`config.mk`:
```
export PLATFORM = sky130hd
export DESIGN_NAME = tbq_lane
export DESIGN_NICKNAME = d
export VERILOG_FILES = /design/src/tbq_pkg.sv /design/src/tbq_lane.sv
export SDC_FILE = /design/constraint.sdc
export NUM_CORES = 2
export LEC_CHECK = 0
export BUFFER_PORTS_ARGS = -buffer_cell sky130_fd_sc_hd__buf_4
export CAP_MARGIN = 20
export CELL_PAD_IN_SITES_DETAIL_PLACEMENT = 1
export CELL_PAD_IN_SITES_GLOBAL_PLACEMENT = 2
export CORE_ASPECT_RATIO = 0.8
export CORE_MARGIN = 2
export CORE_UTILIZATION = 44
export CTS_BUF_LIST = sky130_fd_sc_hd__clkbuf_16
export CTS_CLUSTER_DIAMETER = 200
export DETAILED_ROUTE_END_ITERATION = 8
export GPL_ROUTABILITY_DRIVEN = 1
export PLACE_DENSITY_LB_ADDON = 0.1
export SYNTH_ARGS = -nofsm -noshare
export SYNTH_HDL_FRONTEND = slang
export SYNTH_SLANG_ARGS = --single-unit
export TNS_END_PERCENT = 5
```
`constraint.sdc`:
```
create_clock -name clk -period 31.8 [get_ports clk]
set_input_delay 3.18 -clock clk [delete_from_list [all_inputs] [get_ports clk]]
set_output_delay 3.18 -clock clk [all_outputs]
set_load 0.01 [all_outputs]
```
`src/tbq_pkg.sv`:
```
// ----------------------------------------------------------------------------
// tbq_pkg
// Shared widths, register codes and types of the three-axis biquad low-pass.
// ----------------------------------------------------------------------------
package tbq_pkg;

  localparam int AXIS_COUNT   = 3;
  localparam int SAMPLE_WIDTH = 32;
  localparam int COEF_WIDTH   = 32;

  localparam int REG_COUNT  = 5;
  localparam int REG_IDX_W  = $clog2(REG_COUNT);
  localparam int FRAC_SHIFT = COEF_WIDTH - 2;
  localparam int PROD_W     = SAMPLE_WIDTH + COEF_WIDTH;
  localparam int ACC_EXT    = 3;
  localparam int ACC_W      = PROD_W + ACC_EXT;
  localparam int SHIFT_W    = ACC_W - FRAC_SHIFT;
  localparam int DATA_W     = ((AXIS_COUNT * SAMPLE_WIDTH + 7) / 8) * 8;

  // register indexes
  localparam logic [REG_IDX_W-1:0] REG_B0 = REG_IDX_W'(0);
  localparam logic [REG_IDX_W-1:0] REG_B1 = REG_IDX_W'(1);
  localparam logic [REG_IDX_W-1:0] REG_B2 = REG_IDX_W'(2);
  localparam logic [REG_IDX_W-1:0] REG_A1 = REG_IDX_W'(3);
  localparam logic [REG_IDX_W-1:0] REG_A2 = REG_IDX_W'(4);

  // operation codes
  localparam logic OP_FILTER  = 1'b0;
  localparam logic OP_PRELOAD = 1'b1;

  // sequencer steps of a lane
  localparam int STEP_W = 3;
  localparam logic [STEP_W-1:0] STEP_B0   = STEP_W'(0);
  localparam logic [STEP_W-1:0] STEP_B1   = STEP_W'(1);
  localparam logic [STEP_W-1:0] STEP_B2   = STEP_W'(2);
  localparam logic [STEP_W-1:0] STEP_A1   = STEP_W'(3);
  localparam logic [STEP_W-1:0] STEP_A2   = STEP_W'(4);
  localparam logic [STEP_W-1:0] STEP_ACC  = STEP_W'(5);
  localparam logic [STEP_W-1:0] STEP_DONE = STEP_W'(6);

  typedef logic signed [SAMPLE_WIDTH-1:0] sample_t;
  typedef logic signed [COEF_WIDTH-1:0]   coef_t;
  typedef coef_t   [REG_COUNT-1:0]        coef_set_t;
  typedef sample_t [AXIS_COUNT-1:0]       sample_arr_t;

  // 30 Hz Butterworth at 500 Hz
  localparam coef_t COEF_B0_RST = coef_t'(32'sd29914200);
  localparam coef_t COEF_B1_RST = coef_t'(32'sd59828390);
  localparam coef_t COEF_B2_RST = coef_t'(32'sd29914200);
  localparam coef_t COEF_A1_RST = coef_t'(-32'sd1584285059);
  localparam coef_t COEF_A2_RST = coef_t'(32'sd630200025);

  typedef struct packed {
    logic               run;
    logic [STEP_W-1:0]  step;
    logic               start;
    logic               commit;
    logic               preload;
  } lane_ctrl_t;

endpackage

```
`src/tbq_lane.sv`:
```
// ----------------------------------------------------------------------------
// tbq_lane
// One axis: history taps and a shared multiplier stepping through five taps.
// ----------------------------------------------------------------------------
module tbq_lane (
  input  logic                clk,
  input  logic                rst_n,
  input  tbq_pkg::lane_ctrl_t ctrl,
  input  tbq_pkg::sample_t    sample,
  input  tbq_pkg::coef_set_t  coefs,
  output tbq_pkg::sample_t    result
);

  localparam logic [tbq_pkg::ACC_W-1:0] ROUND_ADD =
    tbq_pkg::ACC_W'(1) << (tbq_pkg::FRAC_SHIFT - 1);

  tbq_pkg::sample_t x_r, x1_r, x2_r, y1_r, y2_r;
  tbq_pkg::sample_t opnd;
  tbq_pkg::coef_t   cf;

  logic signed [tbq_pkg::PROD_W-1:0] prod_r, prod_nxt;
  logic                              sub_r, sub_nxt;
  logic signed [tbq_pkg::ACC_W-1:0]  acc_r, acc_nxt, term;
  logic [tbq_pkg::ACC_W-1:0]         rnd;
  logic [tbq_pkg::SHIFT_W-1:0]       shifted;
  logic [tbq_pkg::SHIFT_W-tbq_pkg::SAMPLE_WIDTH:0] upper;

  always_comb begin
    unique case (ctrl.step)
      tbq_pkg::STEP_B0: begin opnd = x_r;  cf = coefs[tbq_pkg::REG_B0]; end
      tbq_pkg::STEP_B1: begin opnd = x1_r; cf = coefs[tbq_pkg::REG_B1]; end
      tbq_pkg::STEP_B2: begin opnd = x2_r; cf = coefs[tbq_pkg::REG_B2]; end
      tbq_pkg::STEP_A1: begin opnd = y1_r; cf = coefs[tbq_pkg::REG_A1]; end
      tbq_pkg::STEP_A2: begin opnd = y2_r; cf = coefs[tbq_pkg::REG_A2]; end
      default:          begin opnd = x_r;  cf = coefs[tbq_pkg::REG_B0]; end
    endcase
    prod_nxt = $signed(opnd) * $signed(cf);
    sub_nxt  = (ctrl.step == tbq_pkg::STEP_A1) || (ctrl.step == tbq_pkg::STEP_A2);
  end

  always_comb begin
    term = {{tbq_pkg::ACC_EXT{prod_r[tbq_pkg::PROD_W-1]}}, prod_r};
    if (sub_r) begin
      term = -term;
    end
    if (ctrl.step == tbq_pkg::STEP_B0) begin
      acc_nxt = '0;
    end else if (ctrl.step == tbq_pkg::STEP_DONE) begin
      acc_nxt = acc_r;
    end else begin
      acc_nxt = acc_r + term;
    end
  end

  // round half up, drop fraction, saturate
  always_comb begin
    rnd     = acc_r + ROUND_ADD;
    shifted = rnd[tbq_pkg::ACC_W-1:tbq_pkg::FRAC_SHIFT];
    upper   = shifted[tbq_pkg::SHIFT_W-1:tbq_pkg::SAMPLE_WIDTH-1];
    if ((&upper) || !(|upper)) begin
      result = shifted[tbq_pkg::SAMPLE_WIDTH-1:0];
    end else if (shifted[tbq_pkg::SHIFT_W-1]) begin
      result = {1'b1, {(tbq_pkg::SAMPLE_WIDTH-1){1'b0}}};
    end else begin
      result = {1'b0, {(tbq_pkg::SAMPLE_WIDTH-1){1'b1}}};
    end
  end

  always_ff @(posedge clk) begin
    if (ctrl.start) begin
      x_r <= sample;
    end
    if (ctrl.run) begin
      prod_r <= prod_nxt;
      sub_r  <= sub_nxt;
      acc_r  <= acc_nxt;
    end
  end

  always_ff @(posedge clk) begin
    if (!rst_n) begin
      x1_r <= '0;
      x2_r <= '0;
      y1_r <= '0;
      y2_r <= '0;
    end else if (ctrl.preload) begin
      x1_r <= sample;
      x2_r <= sample;
      y1_r <= sample;
      y2_r <= sample;
    end else if (ctrl.commit) begin
      x1_r <= x_r;
      x2_r <= x1_r;
      y1_r <= result;
      y2_r <= y1_r;
    end
  end

endmodule

```
# --- After elaboration in Yosys (flattened, before gate mapping) ---
# Index checks and enable logic that the tools add are counted.
# Widths: inputs -> output; s select.
op_classes:
  add_sub_neg: 3
  n_mul: 1
  n_eq_ne: 6
  muxes: 14
  reduce_logical: 8
op_table:
  columns: ["operator", "n"]
  rows:
  - ["$mux 32", 10]
  - ["$pmux 32 s4", 2]
  - ["$mux 67", 2]
  - ["$add 67x30->67 const B", 1]
  - ["$add 67x67->67", 1]
  - ["$neg 64->67", 1]
  - ["$mul 32x32->64", 1]
  - ["$eq 3x2->1 const B", 2]
  - ["$eq 3x3->1 const B", 2]
  - ["$reduce_and 6->1", 1]
  - ["$reduce_or 6->1", 1]
  - ["$eq 3x1->1 const B", 1]
  - ["$logic_not 3->1", 1]
  - ["$logic_or 1x1->1", 2]
  - ["$ne 2x2->1 const B", 1]
  - ["$reduce_and 2->1", 1]
  - ["$reduce_bool 2->1", 1]
  - ["$logic_not 1->1", 1]
totals:
  ff_bits: 292
  input_bits: 201
  out_inout_bits: 32
  wordCells: 40

# --- Logic depth before layout (Yosys ltp) ---
logic_depth:
  word_depth: 7
  mapped_depth: 39
  ltp_nobuf: 33

# --- Worst setup path after synthesis ---
# Ideal clock, no wire load.
synth_path:
  path_type: "in2reg"
  start: "input port ctrl[5] (netlist name)"
  end: "register prod_r[56] (netlist name) (data pin)"
  setup_time_ns: 0.260
  arrival_ns: 12.600
  t_required_ns: 31.540
  slack_ns: 18.940
  path_stages: 32
  cell_sequence: "clkbuf_1 -> nor3_1 -> clkbuf_1 -> buf_1 -> clkbuf_1 -> a22oi_1 -> nand3_1 -> clkbuf_1 -> and2_1 -> fa_1 -> fa_1 -> fa_1 -> inv_1 -> fa_1 -> inv_1 -> fa_1 -> inv_1 -> fa_1 -> fa_1 -> fa_1 -> inv_1 -> ha_1 -> clkbuf_1 -> a2111oi_0 -> o21ai_0 -> a211o_1 -> o2111a_1 -> a311oi_1 -> o21ai_0 -> a21o_1 -> a21oi_1 -> xnor2_1"
synth_between:
  elab_chain_len: 3
synth_rtl:
  columns: ["element", "line", "rtl"]
  rows:
  - ["from (decl)", "tbq_lane.sv:8", "input tbq_pkg::lane_ctrl_t ctrl,"]
  - ["$eq 3x3->1, or another cell as far along", "tbq_lane.sv:29", "unique case (ctrl.step)"]
  - ["$pmux 32 s4", "tbq_lane.sv:29", null]
  - ["$mul 32x32->64 *", "tbq_lane.sv:37", "prod_nxt = $signed(opnd) * $signed(cf);"]
  - ["net prod_nxt (one bit)", "tbq_lane.sv:21", "logic signed [tbq_pkg::PROD_W-1:0] prod_r, prod_nxt;"]
  - ["to (signal assigned)", "tbq_lane.sv:74", "prod_r <= prod_nxt;"]
  - ["to (decl)", "tbq_lane.sv:21", null]
# Mark *: on every way through the listed nets, which the timed path passes. The rest lies on a longest branch.
# A chain may end at the register's enable or synchronous reset.

# --- Worst setup path in the final report ---
layout_path:
  start: "input port ctrl[5] (netlist name)"
  end: "register prod_r[62] (netlist name) (data pin)"
# The elaborated chain is that of the path after synthesis.

==> results_dict.tcl <==
set metrics [dict create \
    ctsHoldBuffers 0 \
    post-dp-hpwl_um 163000 \
    worstPathRequired_ns 32.16 \
    track_usage 0.345 \
    finalNetCount 7485 \
    end_kind "flip-flop" \
    fin_worst_skew_ns 0.0236 \
    synth_top_cell_by_area "fa_1" \
    io_pins 233 \
    cpMostUsedCell "fa_1" \
    rsz0062_at_grt "no" \
    htree_levels 1 \
    detail-route-antenna-nets 0 \
    grt_pass1_vias 47100 \
    cts_buffer_depth 3 \
    start_kind "input pin" \
    final.setup.tns_ns 0 \
    cp.arrival_ns 14.23 \
    avgSynthCellArea_sq_um 9.04 \
    cts_setup_buffers 0 \
    ys_ff_latch 292 \
    path_class "in -> reg" \
    cts_made_buffers 30 \
    synth_area_sq_mm 0.0531 \
    cts_root_buffer "clkbuf_16" \
    drt_iter0_drc 3332 \
    drv_cap 0 \
    hold_class "reg -> reg" \
    cts_num_sinks 292 \
    path_max_fanout 41 \
    fillers 13900 \
    coreArea_sq_mm 0.119 \
    async_flop_share 0 \
    cp-endpoint "prod_r[62]" \
    syn-num-nets 7413 \
    dieArea_sq_mm 0.124 \
    synth-main-ff-cell "edfxtp_1" \
    r2r_end "prod_r[62]" \
    reg2reg_slack_ns 21.46 \
    grt-ovfl-total 0 \
    detail_route.vias_per_cell 5.76 \
    syn_inst 5877 \
    drive_above_1_share 0.0809 \
    max_stage_delay_ns 0.91 \
    initial_utilization 0.446 \
    grt_pass1_wl_um 313000 \
    final_hold_viol_count 0 \
    portBuffers 232 \
    netlist-cell-type-count 71 \
    max_freq_mhz 72.1 \
    antenna_found_initial 11 \
    clkTransAtPathRegs_ns 0.07 \
    yosysMostFrequentCell "fa_1" \
    slew-limit-headroom 0.277 \
    first_pass_iters 5 \
    drc 0 \
    report.final.slew_viol_count 0 \
    die_y_um 315 \
    r2r_start "x1_r[10]" \
    period_share 0.436 \
    tightest_slew_ns 1.08 \
    crit_path_top_delay_cell "a211oi_1" \
    cts_tree "built" \
    synthTopCellsByArea "fa_1, edfxtp_1, inv_1" \
    rows 113 \
    detail_route.wirelength_um 209000 \
    synth_warnings 0 \
    synth_commonest_cells "fa_1, inv_1, nand2_1" \
    vias 43700 \
    grt_max_degree 94 \
    min_period_ns 13.87 \
    wire_per_inst_um 27.6 \
    status "complete, no violations" \
    area_delta_synth_final_pct 8.76 \
    ys_seq_area_frac 0.141 \
    setup.worst_path.start "ctrl[5]" \
    final-setup-viol-count 0 \
    insertion_delay_ns 0.62 \
    netlist.area_leader.share 0.408 \
    cts_resized 0 \
    synth-edff-count 164 \
    ff2ff_path_depth 27 \
    gp_congestion 0.971 \
    chipWidth_um 392 \
]
## layout make-up
class | count | area, sq um | area share
Tap cell | 1610 | 2010 | 0.0349
Inverter | 986 | 3700 | 0.0641
Sequential cell | 292 | 7490 | 0.130
Timing Repair Buffer | 363 | 2730 | 0.0473
Antenna cell | 3 | 7.51 | 0.000130
Multi-Input combinational cell | 4276 | 40800 | 0.707
Clock buffer | 33 | 826 | 0.0143
Clock inverter | 20 | 178 | 0.00308
## cells in the final DEF (no fill, tap or decap), types with 48 or more instances in the layout
cell type     n
a21o_1       86
a21oi_1     229
a22oi_1      76
and4_1       48
buf_4       360
dfxtp_1     128
edfxtp_1    164
fa_1       1083
ha_1        252
inv_1       985
mux2i_1     100
nand2_1     801
nand3_1      72
nand4_1      89
nor2_1      649
o21ai_0     174
xnor2_1     154
xor2_1       71
## sequential cells by signal (all words and copies together), names as in the netlist
| name | count |
|---|---|
| acc_r | 67 |
| prod_r | 64 |
| sub_r | 1 |
| x1_r | 32 |
| x2_r | 32 |
| x_r | 32 |
| y1_r | 32 |
| y2_r | 32 |
## worst max-delay path: cells and delay by family
kind / cells / cell delay, ns
buffers and inverters: 8 / 1.54
xor gates and xnor gates: 1 / 0.09
AOI/OAI and AO/OA: 6 / 2.52
adders and majority gates: 9 / 4.56
and+or+nand+nor: 8 / 2.21
## worst min path at each step
stage	cells after the start	slack, ns	from	to
finish	2	0.55	x2_r[18]	x2_r[18]
global route	2	0.57	y2_r[17]	y2_r[17]
CTS	2	0.55	y2_r[1]	y2_r[1]
detailed placement	2	0.54	y2_r[1]	y2_r[1]
global placement	2	0.53	x2_r[9]	x2_r[9]
floorplan	2	0.51	x2_r[31]	x2_r[31]
## logic make-up (layout without fill, tap and decap cells)
kind of cell	count (synthesis)	in the layout	synth area share
muxes	101	101	0.0191
xor gates and xnor gates	226	226	0.0374
AOI/OAI and AO/OA	769	769	0.0917
other	0	3	0
DFF	292	292	0.141
buffers and inverters	1309	1402	0.0926
adders and majority gates	1335	1335	0.468
and+or+nand+nor	1845	1845	0.151
## layer usage
metal	wire length, um	part of all wire	GRT usage	vias up
li1	-	-	-	18600
met1	88300	0.42	0.471	23000
met2	95400	0.46	0.549	1672
met3	16900	0.081	0.0721	354
met4	8770	0.042	0.115	10
met5	114	0.00054	0	-
## stage by stage
step	hold slack [ns]	utilization	cell area, sq um	std cells	setup WS [ns]
floorplan	0.514	-	53100	5877	18.94
global placement	0.532	0.476	56700	7524	17.54
detailed placement	0.537	0.476	56700	7525	17.50
CTS	0.546	0.484	57700	7578	18.11
global route	0.568	0.485	57700	7581	17.67
finish	0.548	0.485	57800	7583	17.93
Power is not shown: default switching activity piles up to over one toggle a cycle in this logic, so the estimate is an artifact.
