### src/tbq_pkg.sv
// ----------------------------------------------------------------------------
// tbq_pkg
// Shared widths, register codes and types of the three-axis biquad low-pass.
// ----------------------------------------------------------------------------
package tbq_pkg;

  localparam int AXIS_COUNT   = 3;
  localparam int SAMPLE_WIDTH = 32;
  localparam int COEF_WIDTH   = 32;

  localparam int REG_COUNT  = 5;
  localparam int REG_IDX_W  = $clog2(REG_COUNT);
  localparam int FRAC_SHIFT = COEF_WIDTH - 2;
  localparam int PROD_W     = SAMPLE_WIDTH + COEF_WIDTH;
  localparam int ACC_EXT    = 3;
  localparam int ACC_W      = PROD_W + ACC_EXT;
  localparam int SHIFT_W    = ACC_W - FRAC_SHIFT;
  localparam int DATA_W     = ((AXIS_COUNT * SAMPLE_WIDTH + 7) / 8) * 8;

  // register indexes
  localparam logic [REG_IDX_W-1:0] REG_B0 = REG_IDX_W'(0);
  localparam logic [REG_IDX_W-1:0] REG_B1 = REG_IDX_W'(1);
  localparam logic [REG_IDX_W-1:0] REG_B2 = REG_IDX_W'(2);
  localparam logic [REG_IDX_W-1:0] REG_A1 = REG_IDX_W'(3);
  localparam logic [REG_IDX_W-1:0] REG_A2 = REG_IDX_W'(4);

  // operation codes
  localparam logic OP_FILTER  = 1'b0;
  localparam logic OP_PRELOAD = 1'b1;

  // sequencer steps of a lane
  localparam int STEP_W = 3;
  localparam logic [STEP_W-1:0] STEP_B0   = STEP_W'(0);
  localparam logic [STEP_W-1:0] STEP_B1   = STEP_W'(1);
  localparam logic [STEP_W-1:0] STEP_B2   = STEP_W'(2);
  localparam logic [STEP_W-1:0] STEP_A1   = STEP_W'(3);
  localparam logic [STEP_W-1:0] STEP_A2   = STEP_W'(4);
  localparam logic [STEP_W-1:0] STEP_ACC  = STEP_W'(5);
  localparam logic [STEP_W-1:0] STEP_DONE = STEP_W'(6);

  typedef logic signed [SAMPLE_WIDTH-1:0] sample_t;
  typedef logic signed [COEF_WIDTH-1:0]   coef_t;
  typedef coef_t   [REG_COUNT-1:0]        coef_set_t;
  typedef sample_t [AXIS_COUNT-1:0]       sample_arr_t;

  // 30 Hz Butterworth at 500 Hz
  localparam coef_t COEF_B0_RST = coef_t'(32'sd29914200);
  localparam coef_t COEF_B1_RST = coef_t'(32'sd59828390);
  localparam coef_t COEF_B2_RST = coef_t'(32'sd29914200);
  localparam coef_t COEF_A1_RST = coef_t'(-32'sd1584285059);
  localparam coef_t COEF_A2_RST = coef_t'(32'sd630200025);

  typedef struct packed {
    logic               run;
    logic [STEP_W-1:0]  step;
    logic               start;
    logic               commit;
    logic               preload;
  } lane_ctrl_t;

endpackage

### src/tbq_merge.sv
// ----------------------------------------------------------------------------
// tbq_merge
// Gathers the lane results into one output transfer and holds it until taken.
// ----------------------------------------------------------------------------
module tbq_merge (
  input  logic                        clk,
  input  logic                        rst_n,
  input  logic                        commit,
  input  tbq_pkg::sample_arr_t        results,
  input  logic                        out_tready,
  output logic                        out_tvalid,
  output logic [tbq_pkg::DATA_W-1:0]  out_tdata,
  output logic                        slot_free
);

  logic                       valid_r, valid_nxt;
  logic [tbq_pkg::DATA_W-1:0] data_r, data_nxt;

  always_comb begin
    data_nxt = '0;
    for (int a = 0; a < tbq_pkg::AXIS_COUNT; a++) begin
      data_nxt[a*tbq_pkg::SAMPLE_WIDTH +: tbq_pkg::SAMPLE_WIDTH] = results[a];
    end
    slot_free = !valid_r || out_tready;
    valid_nxt = commit || (valid_r && !out_tready);
  end

  always_ff @(posedge clk) begin
    if (!rst_n) begin
      valid_r <= 1'b0;
    end else begin
      valid_r <= valid_nxt;
    end
  end

  always_ff @(posedge clk) begin
    if (commit) begin
      data_r <= data_nxt;
    end
  end

  assign out_tvalid = valid_r;
  assign out_tdata  = data_r;

endmodule

### config.mk
export PLATFORM = sky130hd
export DESIGN_NAME = tbq_merge
export DESIGN_NICKNAME = d
export VERILOG_FILES = /design/src/tbq_pkg.sv /design/src/tbq_merge.sv
export SDC_FILE = /design/constraint.sdc
export NUM_CORES = 1
export LEC_CHECK = 0
export BUFFER_PORTS_ARGS = -buffer_cell sky130_fd_sc_hd__buf_2
export CORE_ASPECT_RATIO = 1.75
export CORE_MARGIN = 2
export CORE_UTILIZATION = 44
export DETAILED_ROUTE_END_ITERATION = 6
export PLACE_DENSITY_LB_ADDON = 0.12
export SLEW_MARGIN = 20
export SYNTH_ARGS = -nofsm -noshare
export SYNTH_HDL_FRONTEND = slang
export SYNTH_SLANG_ARGS = --single-unit
### constraint.sdc
create_clock -name clk -period 1.7 [get_ports clk]
set_input_delay 0.17 -clock clk [delete_from_list [all_inputs] [get_ports clk]]
set_output_delay 0.17 -clock clk [all_outputs]
set_load 0.01 [all_outputs]
Word level (Yosys, flattened, before mapping)
Index checks and enable logic that the tools add are counted.

word-level totals
  flip-flop bits (word level) = 97
  input bits = 100
  output and inout port bits = 98
  word-level logic and storage cells = 7

cells by class
  reductions and logical operators = 5

operators by type and width
  kind               number
  zero test 1 bit    2
  logical OR 1 bit   2
  logical AND 1 bit  1

Logic depth before layout (Yosys ltp)
Gate-level depths: netlist of run 1.

  depth in word-level cells = 3
  gate-level depth with buffers = 2

Least setup slack after synthesis of run 1
No wires, ideal clock.

  path kind = reg-to-reg
  start = reg valid_r, in the netlist out_tvalid
  end = reg valid_r, in the netlist out_tvalid
  library setup time = 66 ps
  arrival = 598 ps
  data required time = 1,634 ps
  setup slack = 1,036 ps
  cell stages (with the launch flop) = 3
  path buffers = 0
  period minus slack after synthesis = 664 ps
  cells stage by stage = dfxtp_1 > nand2b_4 > a21boi_2

between the ends
  cells in the longest elaborated chain, start to end = 2

RTL lines
  item                      RTL line         RTL
  start: declaration        tbq_merge.sv:16  logic valid_r, valid_nxt;
  start signal: assignment  tbq_merge.sv:32  valid_r <= valid_nxt;
  logical AND 1 bit         tbq_merge.sv:25  valid_nxt = commit || (valid_r && !out_tready);
  logical OR 1 bit          tbq_merge.sv:25

Every way passes these cells.
A chain may end at the register's enable or synchronous reset.

Worst setup path after layout of run 1
  start = reg valid_r, in the netlist out_tvalid
  end = out slot_free

between the ends
  cells in the longest elaborated chain, start to end = 2

RTL lines
  item              RTL line         RTL
  zero test 1 bit   tbq_merge.sv:24  slot_free = !valid_r || out_tready;
  logical OR 1 bit  tbq_merge.sv:24
  end: declaration  tbq_merge.sv:13  output logic slot_free

Every way passes these cells.

==> results of run 1 <==
flip-flops by register name (all words and copies together) (netlist names):
signal / flops
out_tvalid: 1
out_tdata: 96
cell usage after synthesis:
cell type  instances  area share
a21boi_2           1      0.0038
dfxtp_1            1      0.0068
edfxtp_1          96        0.98
inv_1              1      0.0013
nand2b_4           1      0.0047
cells by family (layout without fill, tap and decap cells):
group | after synthesis | after routing | share of synthesized area
DFF | 97 | 97 | 0.990
buffers and inverters | 1 | 268 | 0.00128
AOI/OAI and AO/OA | 1 | 1 | 0.00384
and+or+nand+nor | 1 | 1 | 0.00469
layer usage:
layer,global-route usage,vias up,part of all wire
li1,-,927,-
met1,0.172,881,0.31
met5,0,-,0
met3,0.0788,24,0.11
met4,0.129,0,0.050
met2,0.325,142,0.53
power by group:
group          switching [mW]  internal [mW]  total (mW)  leakage (nW)
clock network           0.738          0.972        1.71         0.128
logic                   0.264          0.288       0.552          1.03
registers              0.0402           2.84        2.88         0.948
cell type report:
class | count | area (um2) | area share
Inverter | 1 | 3.75 | 0.000776
Clock buffer | 11 | 233 | 0.0481
Sequential cell | 97 | 2900 | 0.600
Tap cell | 82 | 103 | 0.0212
Clock inverter | 5 | 22.5 | 0.00465
Multi-Input combinational cell | 2 | 25.0 | 0.00517
Timing Repair Buffer | 251 | 1550 | 0.320
through the flow:
step / cell area (um2) / power [mW] / instances / worst slack, ns / hold slack [ns]
2_1_floorplan: 2930 / 3.05 / 100 / 1.04 / 0.269
3_3_place_gp: 4060 / 3.38 / 381 / 0.693 / 0.346
3_5_place_dp: 4060 / 3.39 / 381 / 0.685 / 0.348
4_1_cts: 4840 / 5.20 / 449 / 0.597 / 0.0000155
5_1_grt: 4840 / 5.34 / 449 / 0.569 / 0.00106
6_report: 4840 / 5.14 / 449 / 0.611 / 0.0122
repair_timing:
action,4_1_cts,5_1_grt
hold buffers,52,0
gates resized for setup,0,0
setup endpoints to repair,0,0
hold endpoints to repair,52,0
path summary, 6_finish.rpt:
kind / endpoint / cells after the start
setup / recovery: slot_free / 2
hold / removal: out_tdata[31] / 1
setup reg to reg: out_tvalid / 2
hold reg to reg: out_tvalid / 2
worst max-delay path: cells and delay by family, from the launching register on:
kind                   cells  cell delay [ns]
buffers and inverters      1             0.14
DFF                        1             0.38
and+or+nand+nor            1             0.07
==> results.md, run 1 <==
- Routed length per instance: 14.8 um
- CTS root buffer: clkbuf_16
- CTS HTree Levels: 3
- Starting DRT DRC Count: ~110
- DR DRC count: 0
- GRT Total Usage: 0.189
- Global-route wire length before repair: 9750 um
- # Post-CTS Setup Buffers: 0
- Commonest cells after routing, fill and taps aside: buf_2, edfxtp_1, dlygate4sd3_1
- CTS Sinks: 97
- Seq/Total Area, Yosys: 0.990
- CTS tree: built
- CP max stage cell: dfxtp_1
- Slew Limit Fails: 0
- DR vias/cell: around 4.4
- WL final: 6630 um
- Pwr/cell area: 1060 nW/um2
- Fill count: roughly 400
- IO Count: 198
- Final-report hold violation count: 0
- Peak VDD IR: 0.000952 V
- Outcome: finished clean
- Clock latency at the later pin of the worst-skew pair: 0.33 ns
- Clock buffer depth: 2
- Worst Hold Class: in -> reg
- Maxcap violations: 0
- Type of destination of the critical path: output port
- Initial Util: 0.452
- Die height: 112 um
- Drt first pass iters: 4
- Crit-path max cell delay: 0.38 ns
- CTS Buf Count: 9
- # setup viols final: 0
- Worst endpoint data arrival time: 0.92 ns
- R2r startpoint: out_tvalid
- Unrepaired setup endpoints after global routing: no
- Worst Path Required: 1.53 ns
- Syn_nets: 200
- Area grow syn2layout: 65.0%
- Final nets: 462
- Placer Congestion: 0.772
- Yosys cell types: 5
- Commonest non-fill, non-tap cell in the layout: buf_2
- PortBufs: 197
- Via count: approximately 2000
- Final Skew: 0 ns
- Clock slew at reported path FFs: 0.06 ns
- Final Cycle Share: 0.640
- ANT cells: 0
- Leak pwr: between 2 and 2.5 nW
- Gr ovfl total: 0
- CP Class: reg -> out
- Die area: 7360 um2
- Critical Path Start: out_tvalid
- Final core occ: 0.746
- FMAX: 919 MHz
- Mapped Area: 2930 um2
- Mean post-synth cell area: 29.3 um2
- Width of the die: 65.7 um
- TNS Setup: 0 ns
- DPL Wire Length: 4460 um
- Crit Path Max Fanout: 2
- Synth warnings: 0
- Crit path cell chain: nand2b_4 > buf_2
- Vias in the first global route: 2057
- FF-to-FF setup slack: 1.06 ns
- Cell row count: 39
- Syn Inst Count: 100
- Number of antenna violations at the first check in global routing: 0
- FF+latch count, synth: 97
- Max-slew headroom: 0.847
- Worst Min Path Start: results[31]
- Antenna-violating nets left: 0
- Fin crit period: 1.09 ns
- Share of cells above drive strength 1: 0.580
- Startpoint types: register
- Largest net degree at the start of global routing: 43
- Worst Max-Slew Pin Slew: 0.229 ns
- Core ar.: 6490 um2
(Power assumes the default switching activity.)
==> inputs of run 2 (changes only) <==
--- a/config.mk
+++ b/config.mk
@@ -5,10 +5,11 @@
 export SDC_FILE = /design/constraint.sdc
 export NUM_CORES = 1
 export LEC_CHECK = 0
+export ABC_AREA = 1
 export BUFFER_PORTS_ARGS = -buffer_cell sky130_fd_sc_hd__buf_2
 export CORE_ASPECT_RATIO = 1.75
 export CORE_MARGIN = 2
-export CORE_UTILIZATION = 44
+export CORE_UTILIZATION = 41
 export DETAILED_ROUTE_END_ITERATION = 6
 export PLACE_DENSITY_LB_ADDON = 0.12
 export SLEW_MARGIN = 20
==> constraint.sdc (replaced) <==
create_clock -name clk -period 1.1 [get_ports clk]
set_input_delay 0.11 -clock clk [delete_from_list [all_inputs] [get_ports clk]]
set_output_delay 0.11 -clock clk [all_outputs]
set_load 0.01 [all_outputs]
==> results.md, run 2 <==
- Outcome: finished clean
- Worst Hold Class: in -> reg
- Commonest non-fill, non-tap cell in the layout: buf_2
- Pwr/cell area: 1560 nW/um2 (+47%)
- Final Cycle Share: 0.892
- Initial Util: 0.424 (-0.0276)
- Synth Area in Simple Gates: 0.00214 (-0.00256)
- Drt first pass iters: 4 (unchanged)
- Die height: 116 um (+3.4%)
- Ys async rst share: 0 (unchanged)
- FF+latch count, synth: 97 (unchanged)
- Area grow syn2layout: 81.5%
- Routing usage on met1: 0.192 (+0.0205)
- Max reg flops: 96 (unchanged)
- Width of the die: 67.9 um (+3.3%)
- Crit Path Max Fanout: 2 (unchanged)
- Met2 Usage GRT: 0.343 (+0.0186)
- Buffers & Inverters on Critical Path: 1 (unchanged)
- Routed length per instance: 15.0 um (+1.7%)
- Final Skew: 0 ns (unchanged)
- Post-Synth XOR/XNOR Area: 0 (unchanged)
- GRT Total Usage: 0.194 (+0.00474)
- Synth warnings: 0 (unchanged)
- Switching pwr: 1.67 mW (+60%)
- Met3 GRT Util: 0.0709 (-0.00791)
- Most frequent cells after synthesis: edfxtp_1, inv_1, a21oi_2, dfxtp_1, nand2_2
- Syn Inst Count: 102 (+2.0%)
- CTS Buf Count: 9 (unchanged)
- CTS tree: built
- DR vias/cell: 4.31 (-1.9%)
- Sequential share of power: 0.535 (-0.025)
- Number of synthesized flops with an enable pin: 96 (unchanged)
- Leak pwr: 2.31 nW (+9.8%)
- Final nets: 510 (+10%)
- Final WS setup: 0.118 ns (-0.493 ns)
- Largest net degree at the start of global routing: 44 (+2.3%)
- Peak VDD IR: 0.00141 V (+49%)
- CTS Sinks: 97 (unchanged)
- FF/Latch Area: 2900 um2 (unchanged)
- DP Worst Slack: 0.213 ns (-0.472 ns)
- Clock share of power: 0.346 (+0.013)
- Vias in the first global route: 2282 (+11%)
- Busiest grt layer: met2
- Clock latency at the later pin of the worst-skew pair: 0.33 ns (about the same)
- Seq/Total Area, Yosys: 0.991 (about the same)
- Unrepaired setup endpoints after global routing: no
- Worst Path Required: 0.99 ns (-0.54 ns)
- Type of destination of the critical path: output port
- Number of antenna violations at the first check in global routing: 0 (unchanged)
- CTS HTree Levels: 3 (unchanged)
- Yosys cell types: 5 (unchanged)
- Gr ovfl total: 0 (unchanged)
- Max-slew headroom: 0.851 (+0.00412)
- Clock buffer depth: 2 (unchanged)
- DR DRC count: 0 (unchanged)
- Die area: 7860 um2 (+6.9%)
- CP Class: reg -> out
- Slew Limit Fails: 0 (unchanged)
- CTS root buffer: clkbuf_16
- FMAX: 1020 MHz
- Mean post-synth cell area: 28.7 um2 (-2.0%)
- TNS Setup: 0 ns (unchanged)
- Top-count cell post-synth: edfxtp_1
- Crit path cell chain: nand2_2 > buf_2
- Worst endpoint data arrival time: 0.87 ns (-0.05 ns)
- Commonest cells after routing, fill and taps aside: buf_2, dlygate4sd3_1, edfxtp_1
- Multiplexer share of the synthesized area: 0 (unchanged)
- Clock slew at reported path FFs: 0.06 ns (about the same)
- IO Count: 198 (unchanged)
- Final-report hold violation count: 0 (unchanged)
- Compound-Gate Fraction of Synth Area: 0.00299 (-0.000851)
- Yosys top cell by area: edfxtp_1
- Global-route wire length before repair: 10600 um (+9.1%)
- Footprint of the multi-input gates: 15.0 um2 (-40%)
- Cell row count: 40 (+2.6%)
- Maxcap violations: 0 (unchanged)
- CP max stage cell: dfxtp_1
- Startpoint types: register
- WL final: 7470 um (+13%)
- # setup viols final: 0 (unchanged)
- Mapped Area: 2930 um2 (about the same)
- Cell family with most CP delay: flip-flops
- Sw Share: 0.200 (-0.00241)
- Comb power frac: 0.119 (+0.012)
- Internal: 6.65 mW (+62%)
- Crit-path max cell delay: 0.34 ns (-0.04 ns)
- Share of cells above drive strength 1: 0.521 (-0.0598)
- Fin crit period: 0.982 ns
- Starting DRT DRC Count: 154 (+44%)
- Cts repair resizes: 0 (unchanged)
- Post-synth top area share: 0.984 (about the same)
- Worst Max-Slew Pin Slew: 0.223 ns (-0.00618 ns)
- Placer Congestion: 0.731 (-5.4%)
- Core ar.: 6910 um2 (+6.4%)
- Largest family of logic cells by synthesized area: buffers and inverters
- Via count: 2143 (+8.6%)
- PortBufs: 197 (unchanged)
- Ys flop type: edfxtp_1
- Post-Synth Adder-Cell Area: 0 (unchanged)
- Antenna-violating nets left: 0 (unchanged)
- Syn_nets: 202 (+1.0%)
- DPL Wire Length: 4720 um (+5.9%)
- ANT cells: 0 (unchanged)
- Most area-consuming cells after synthesis: edfxtp_1, dfxtp_1, inv_1, a21oi_2, nand2_2
- Fill count: 424 (+4.7%)
-- run 2: power by group through the flow --
stage / logic, mW / registers (mW) / clock network, mW
2_1_floorplan: 0.00728 / 4.70 / 0
3_3_place_gp: 0.704 / 4.52 / 0
3_5_place_dp: 0.715 / 4.53 / 0
4_1_cts: 0.986 / 4.45 / 2.95
5_1_grt: 1.07 / 4.48 / 3.10
6_report: 0.990 / 4.45 / 2.87
-- run 2: area by class of cell --
type / instances / area share
Timing Repair Buffer: 297 / 0.378
Multi-Input combinational cell: 2 / 0.00282
Clock inverter: 5 / 0.00918
Sequential cell: 97 / 0.546
Tap cell: 84 / 0.0198
Inverter: 3 / 0.00212
Clock buffer: 9 / 0.0424
-- run 2: kinds of logic after synthesis --
group / count (synthesis)
flip-flops: 97
buffers and inverters: 3
AO/OA/AOI/OAI: 1
AND/OR/NAND/NOR: 1
-- run 2: through the flow --
stage,hold slack (ns),instances,instance area (um2),util,total power [mW]
2_1_floorplan,0.209,102,2930,-,4.71
3_3_place_gp,0.287,386,4070,0.589,5.22
3_5_place_dp,0.288,386,4070,0.589,5.24
4_1_cts,0.0188,497,5320,0.770,8.39
5_1_grt,0.0568,497,5320,0.770,8.65
6_report,0.0570,497,5320,0.770,8.32
-- run 2: worst paths after layout --
check	start	end	slack (ns)	depth (start not counted)
hold / removal	out_tready	out_tvalid	0.06	4
setup / recovery	out_tvalid	slot_free	0.12	2
setup reg to reg	out_tvalid	out_tvalid	0.53	2
hold reg to reg	out_tvalid	out_tvalid	0.48	2
-- run 2: timing repair --
action | 4_1_cts | 5_1_grt
hold buffers | 97 | 0
setup buffers | 0 | 0
endpoints found under the hold margin | 97 | 0
-- run 2: layer usage --
| layer | vias to the layer above | routed length, um |
|---|---|---|
| met5 | - | 0 |
| met1 | 966 | 2550 |
| li1 | 1018 | - |
| met4 | 0 | 269 |
| met2 | 137 | 4050 |
| met3 | 22 | 597 |
-- run 2: worst register-to-register path, delay by kind of cell (launching register included) --
kind               cells  cell delay (ns)
and+or+nand+nor        1             0.07
AOI/OAI and AO/OA      1             0.10
DFF                    1             0.34
==> inputs of run 3 (changes only) <==
--- a/config.mk
+++ b/config.mk
@@ -8,8 +8,9 @@
 export ABC_AREA = 1
 export BUFFER_PORTS_ARGS = -buffer_cell sky130_fd_sc_hd__buf_2
 export CORE_ASPECT_RATIO = 1.75
-export CORE_MARGIN = 2
-export CORE_UTILIZATION = 41
+export CORE_MARGIN = 5
+export CORE_UTILIZATION = 30
+export CTS_CLUSTER_SIZE = 24
 export DETAILED_ROUTE_END_ITERATION = 6
 export PLACE_DENSITY_LB_ADDON = 0.12
 export SLEW_MARGIN = 20
==> results.md, run 3 (synthesis results as in run 2) <==
- DR vias/cell: 3.99 (-7.5%)
- Leak pwr: 2.33 nW (+0.93%)
- Clock buffer depth: 2 (unchanged)
- DPL Wire Length: 5670 um (+20%)
- Via count: 2146 (+0.14%)
- Drt first pass iters: 4 (unchanged)
- Final Skew: 0 ns (unchanged)
- CTS Buf Count: 9 (unchanged)
- CP Class: reg -> out
- Fin crit period: 1.01 ns (+0.0242 ns)
- Cts repair resizes: 0 (unchanged)
- DP Worst Slack: 0.237 ns (+0.0238 ns)
- CTS Sinks: 97 (unchanged)
- PortBufs: 197 (unchanged)
- R2r startpoint: out_tvalid
- Initial Util: 0.307 (-0.117)
- TNS Setup: 0 ns (unchanged)
- Global-route wire length before repair: 11800 um (+11%)
- Slew Limit Fails: 0 (unchanged)
- Largest net degree at the start of global routing: 27 (-39%)
- Worst endpoint data arrival time: 0.90 ns (+0.03 ns)
- Placer Congestion: 0.706 (-3.4%)
- Core ar.: 9530 um2 (+38%)
- Number of antenna violations at the first check in global routing: 0 (unchanged)
- Outcome: finished clean
- CTS HTree Levels: 3 (unchanged)
- Worst Min Path Start: out_tready
- Peak VDD IR: 0.000779 V (-45%)
- Area grow syn2layout: 85.5%
- Final total power: 8.68 mW (+4.4%)
- Placed cells: 425 (+10%)
- Crit Path Max Fanout: 2 (unchanged)
- WL final: 8060 um (+7.9%)
- Final-report hold violation count: 0 (unchanged)
- Startpoint types: register
- Width of the die: 84.7 um (+25%)
- Maxcap violations: 0 (unchanged)
- Critical Path Start: out_tvalid
- Type of destination of the critical path: output port
- DR DRC count: 0 (unchanged)
- ANT cells: 0 (unchanged)
- Max-slew headroom: 0.872 (+0.0208)
- CTS root buffer: clkbuf_16
- FMAX: 994 MHz (-2.4%)
- Routed length per instance: 15.0 um (-0.31%)
- Final nets: 511 (+0.20%)
- CTS tree: built
- Final Cycle Share: 0.914 (+0.0220)
- Cell row count: 47 (+18%)
- IO Count: 198 (unchanged)
- Worst Max-Slew Pin Slew: 0.192 ns (-0.0312 ns)
- Unrepaired setup endpoints after global routing: no
- Placement Cell Area: 4150 um2 (+2.0%)
- Share of cells above drive strength 1: 0.522 (+0.00105)
- Commonest cells after routing, fill and taps aside: buf_2, dlygate4sd3_1, edfxtp_1
- Worst Path Required: 0.99 ns (about the same)
- Clock latency at the later pin of the worst-skew pair: 0.33 ns (about the same)
- Antenna-violating nets left: 0 (unchanged)
- Finished Cell Area: 5430 um2 (+2.2%)
- Vias in the first global route: 2371 (+3.9%)
- Die area: 11900 um2 (+52%)
- Die height: 141 um (+22%)
- GRT Total Usage: 0.133 (-0.0612)
- Max reg flops: 96 (unchanged)
- Worst Hold Class: in -> reg
- Final WS setup: 0.0942 ns (-0.0242 ns)
- Commonest non-fill, non-tap cell in the layout: buf_2
- Fin cells: 538 (+8.2%)
- Clock slew at reported path FFs: 0.06 ns (about the same)
- Starting DRT DRC Count: 71 (-54%)
- # setup viols final: 0 (unchanged)
- Gr ovfl total: 0 (unchanged)
- Pwr/cell area: 1600 nW/um2 (+2.1%)
[run 3: cell types whose count changed in the layout (fill, tap and decap cells not counted), sizes merged]
cell	delta
clkinvlp	+2
bufinv	+1
buf	+1
clkinv	-3
clkbuf	+2
[run 3: power breakdown]
group	switching (mW)	internal, mW	leakage [nW]	total (mW)
sequential	0.0611	4.38	0.948	4.44
combinational	0.447	0.561	1.24	1.01
clock	1.24	1.99	0.146	3.23
[run 3: layout make-up]
cell class	instances	area [um2]
flip-flops and latches	97	2900
repair buffers	298	2040
well taps	122	153
clock buffers	11	233
clock inverters	5	80.1
fillers	805	4090
inverters	3	11.3
multi-input cells	2	15.0
[run 3: stage by stage]
step | hold slack [ns] | util
after global routing | 0.0669 | 0.570
after CTS | 0.0195 | 0.570
after floorplan | 0.209 | -
after global placement | 0.287 | 0.436
final | 0.0661 | 0.570
after detailed placement | 0.288 | 0.436
[run 3: timing repair]
| action | 4_1_cts | 5_1_grt |
|---|---|---|
| endpoints found under the hold margin | 97 | 0 |
| buffers inserted | 0 | 0 |
| hold buffers | 97 | 0 |
| endpoints found under the setup margin | 0 | 0 |
[run 3: worst max-delay path, cell delays in order, from the launching register on]
cell	delay [ns]
dfxtp_1	0.35
nand2_2	0.08
buf_2	0.14
[run 3: routing by layer]
metal | share of wire | up-vias | wire [um] | GRT usage
met2 | 0.59 | 100 | 4780 | 0.257
met3 | 0.073 | 14 | 586 | 0.0362
met1 | 0.31 | 1005 | 2490 | 0.122
met5 | 0 | - | 0 | 0
li1 | - | 1027 | - | -
met4 | 0.025 | 0 | 199 | 0.0684
[run 3: worst paths after layout]
kind,slack [ns],to,depth (start not counted)
worst min register to register,0.50,out_tvalid,2
worst max register to register,0.50,out_tvalid,2
worst max-delay path,0.09,slot_free,2
worst min-delay path,0.07,out_tvalid,4
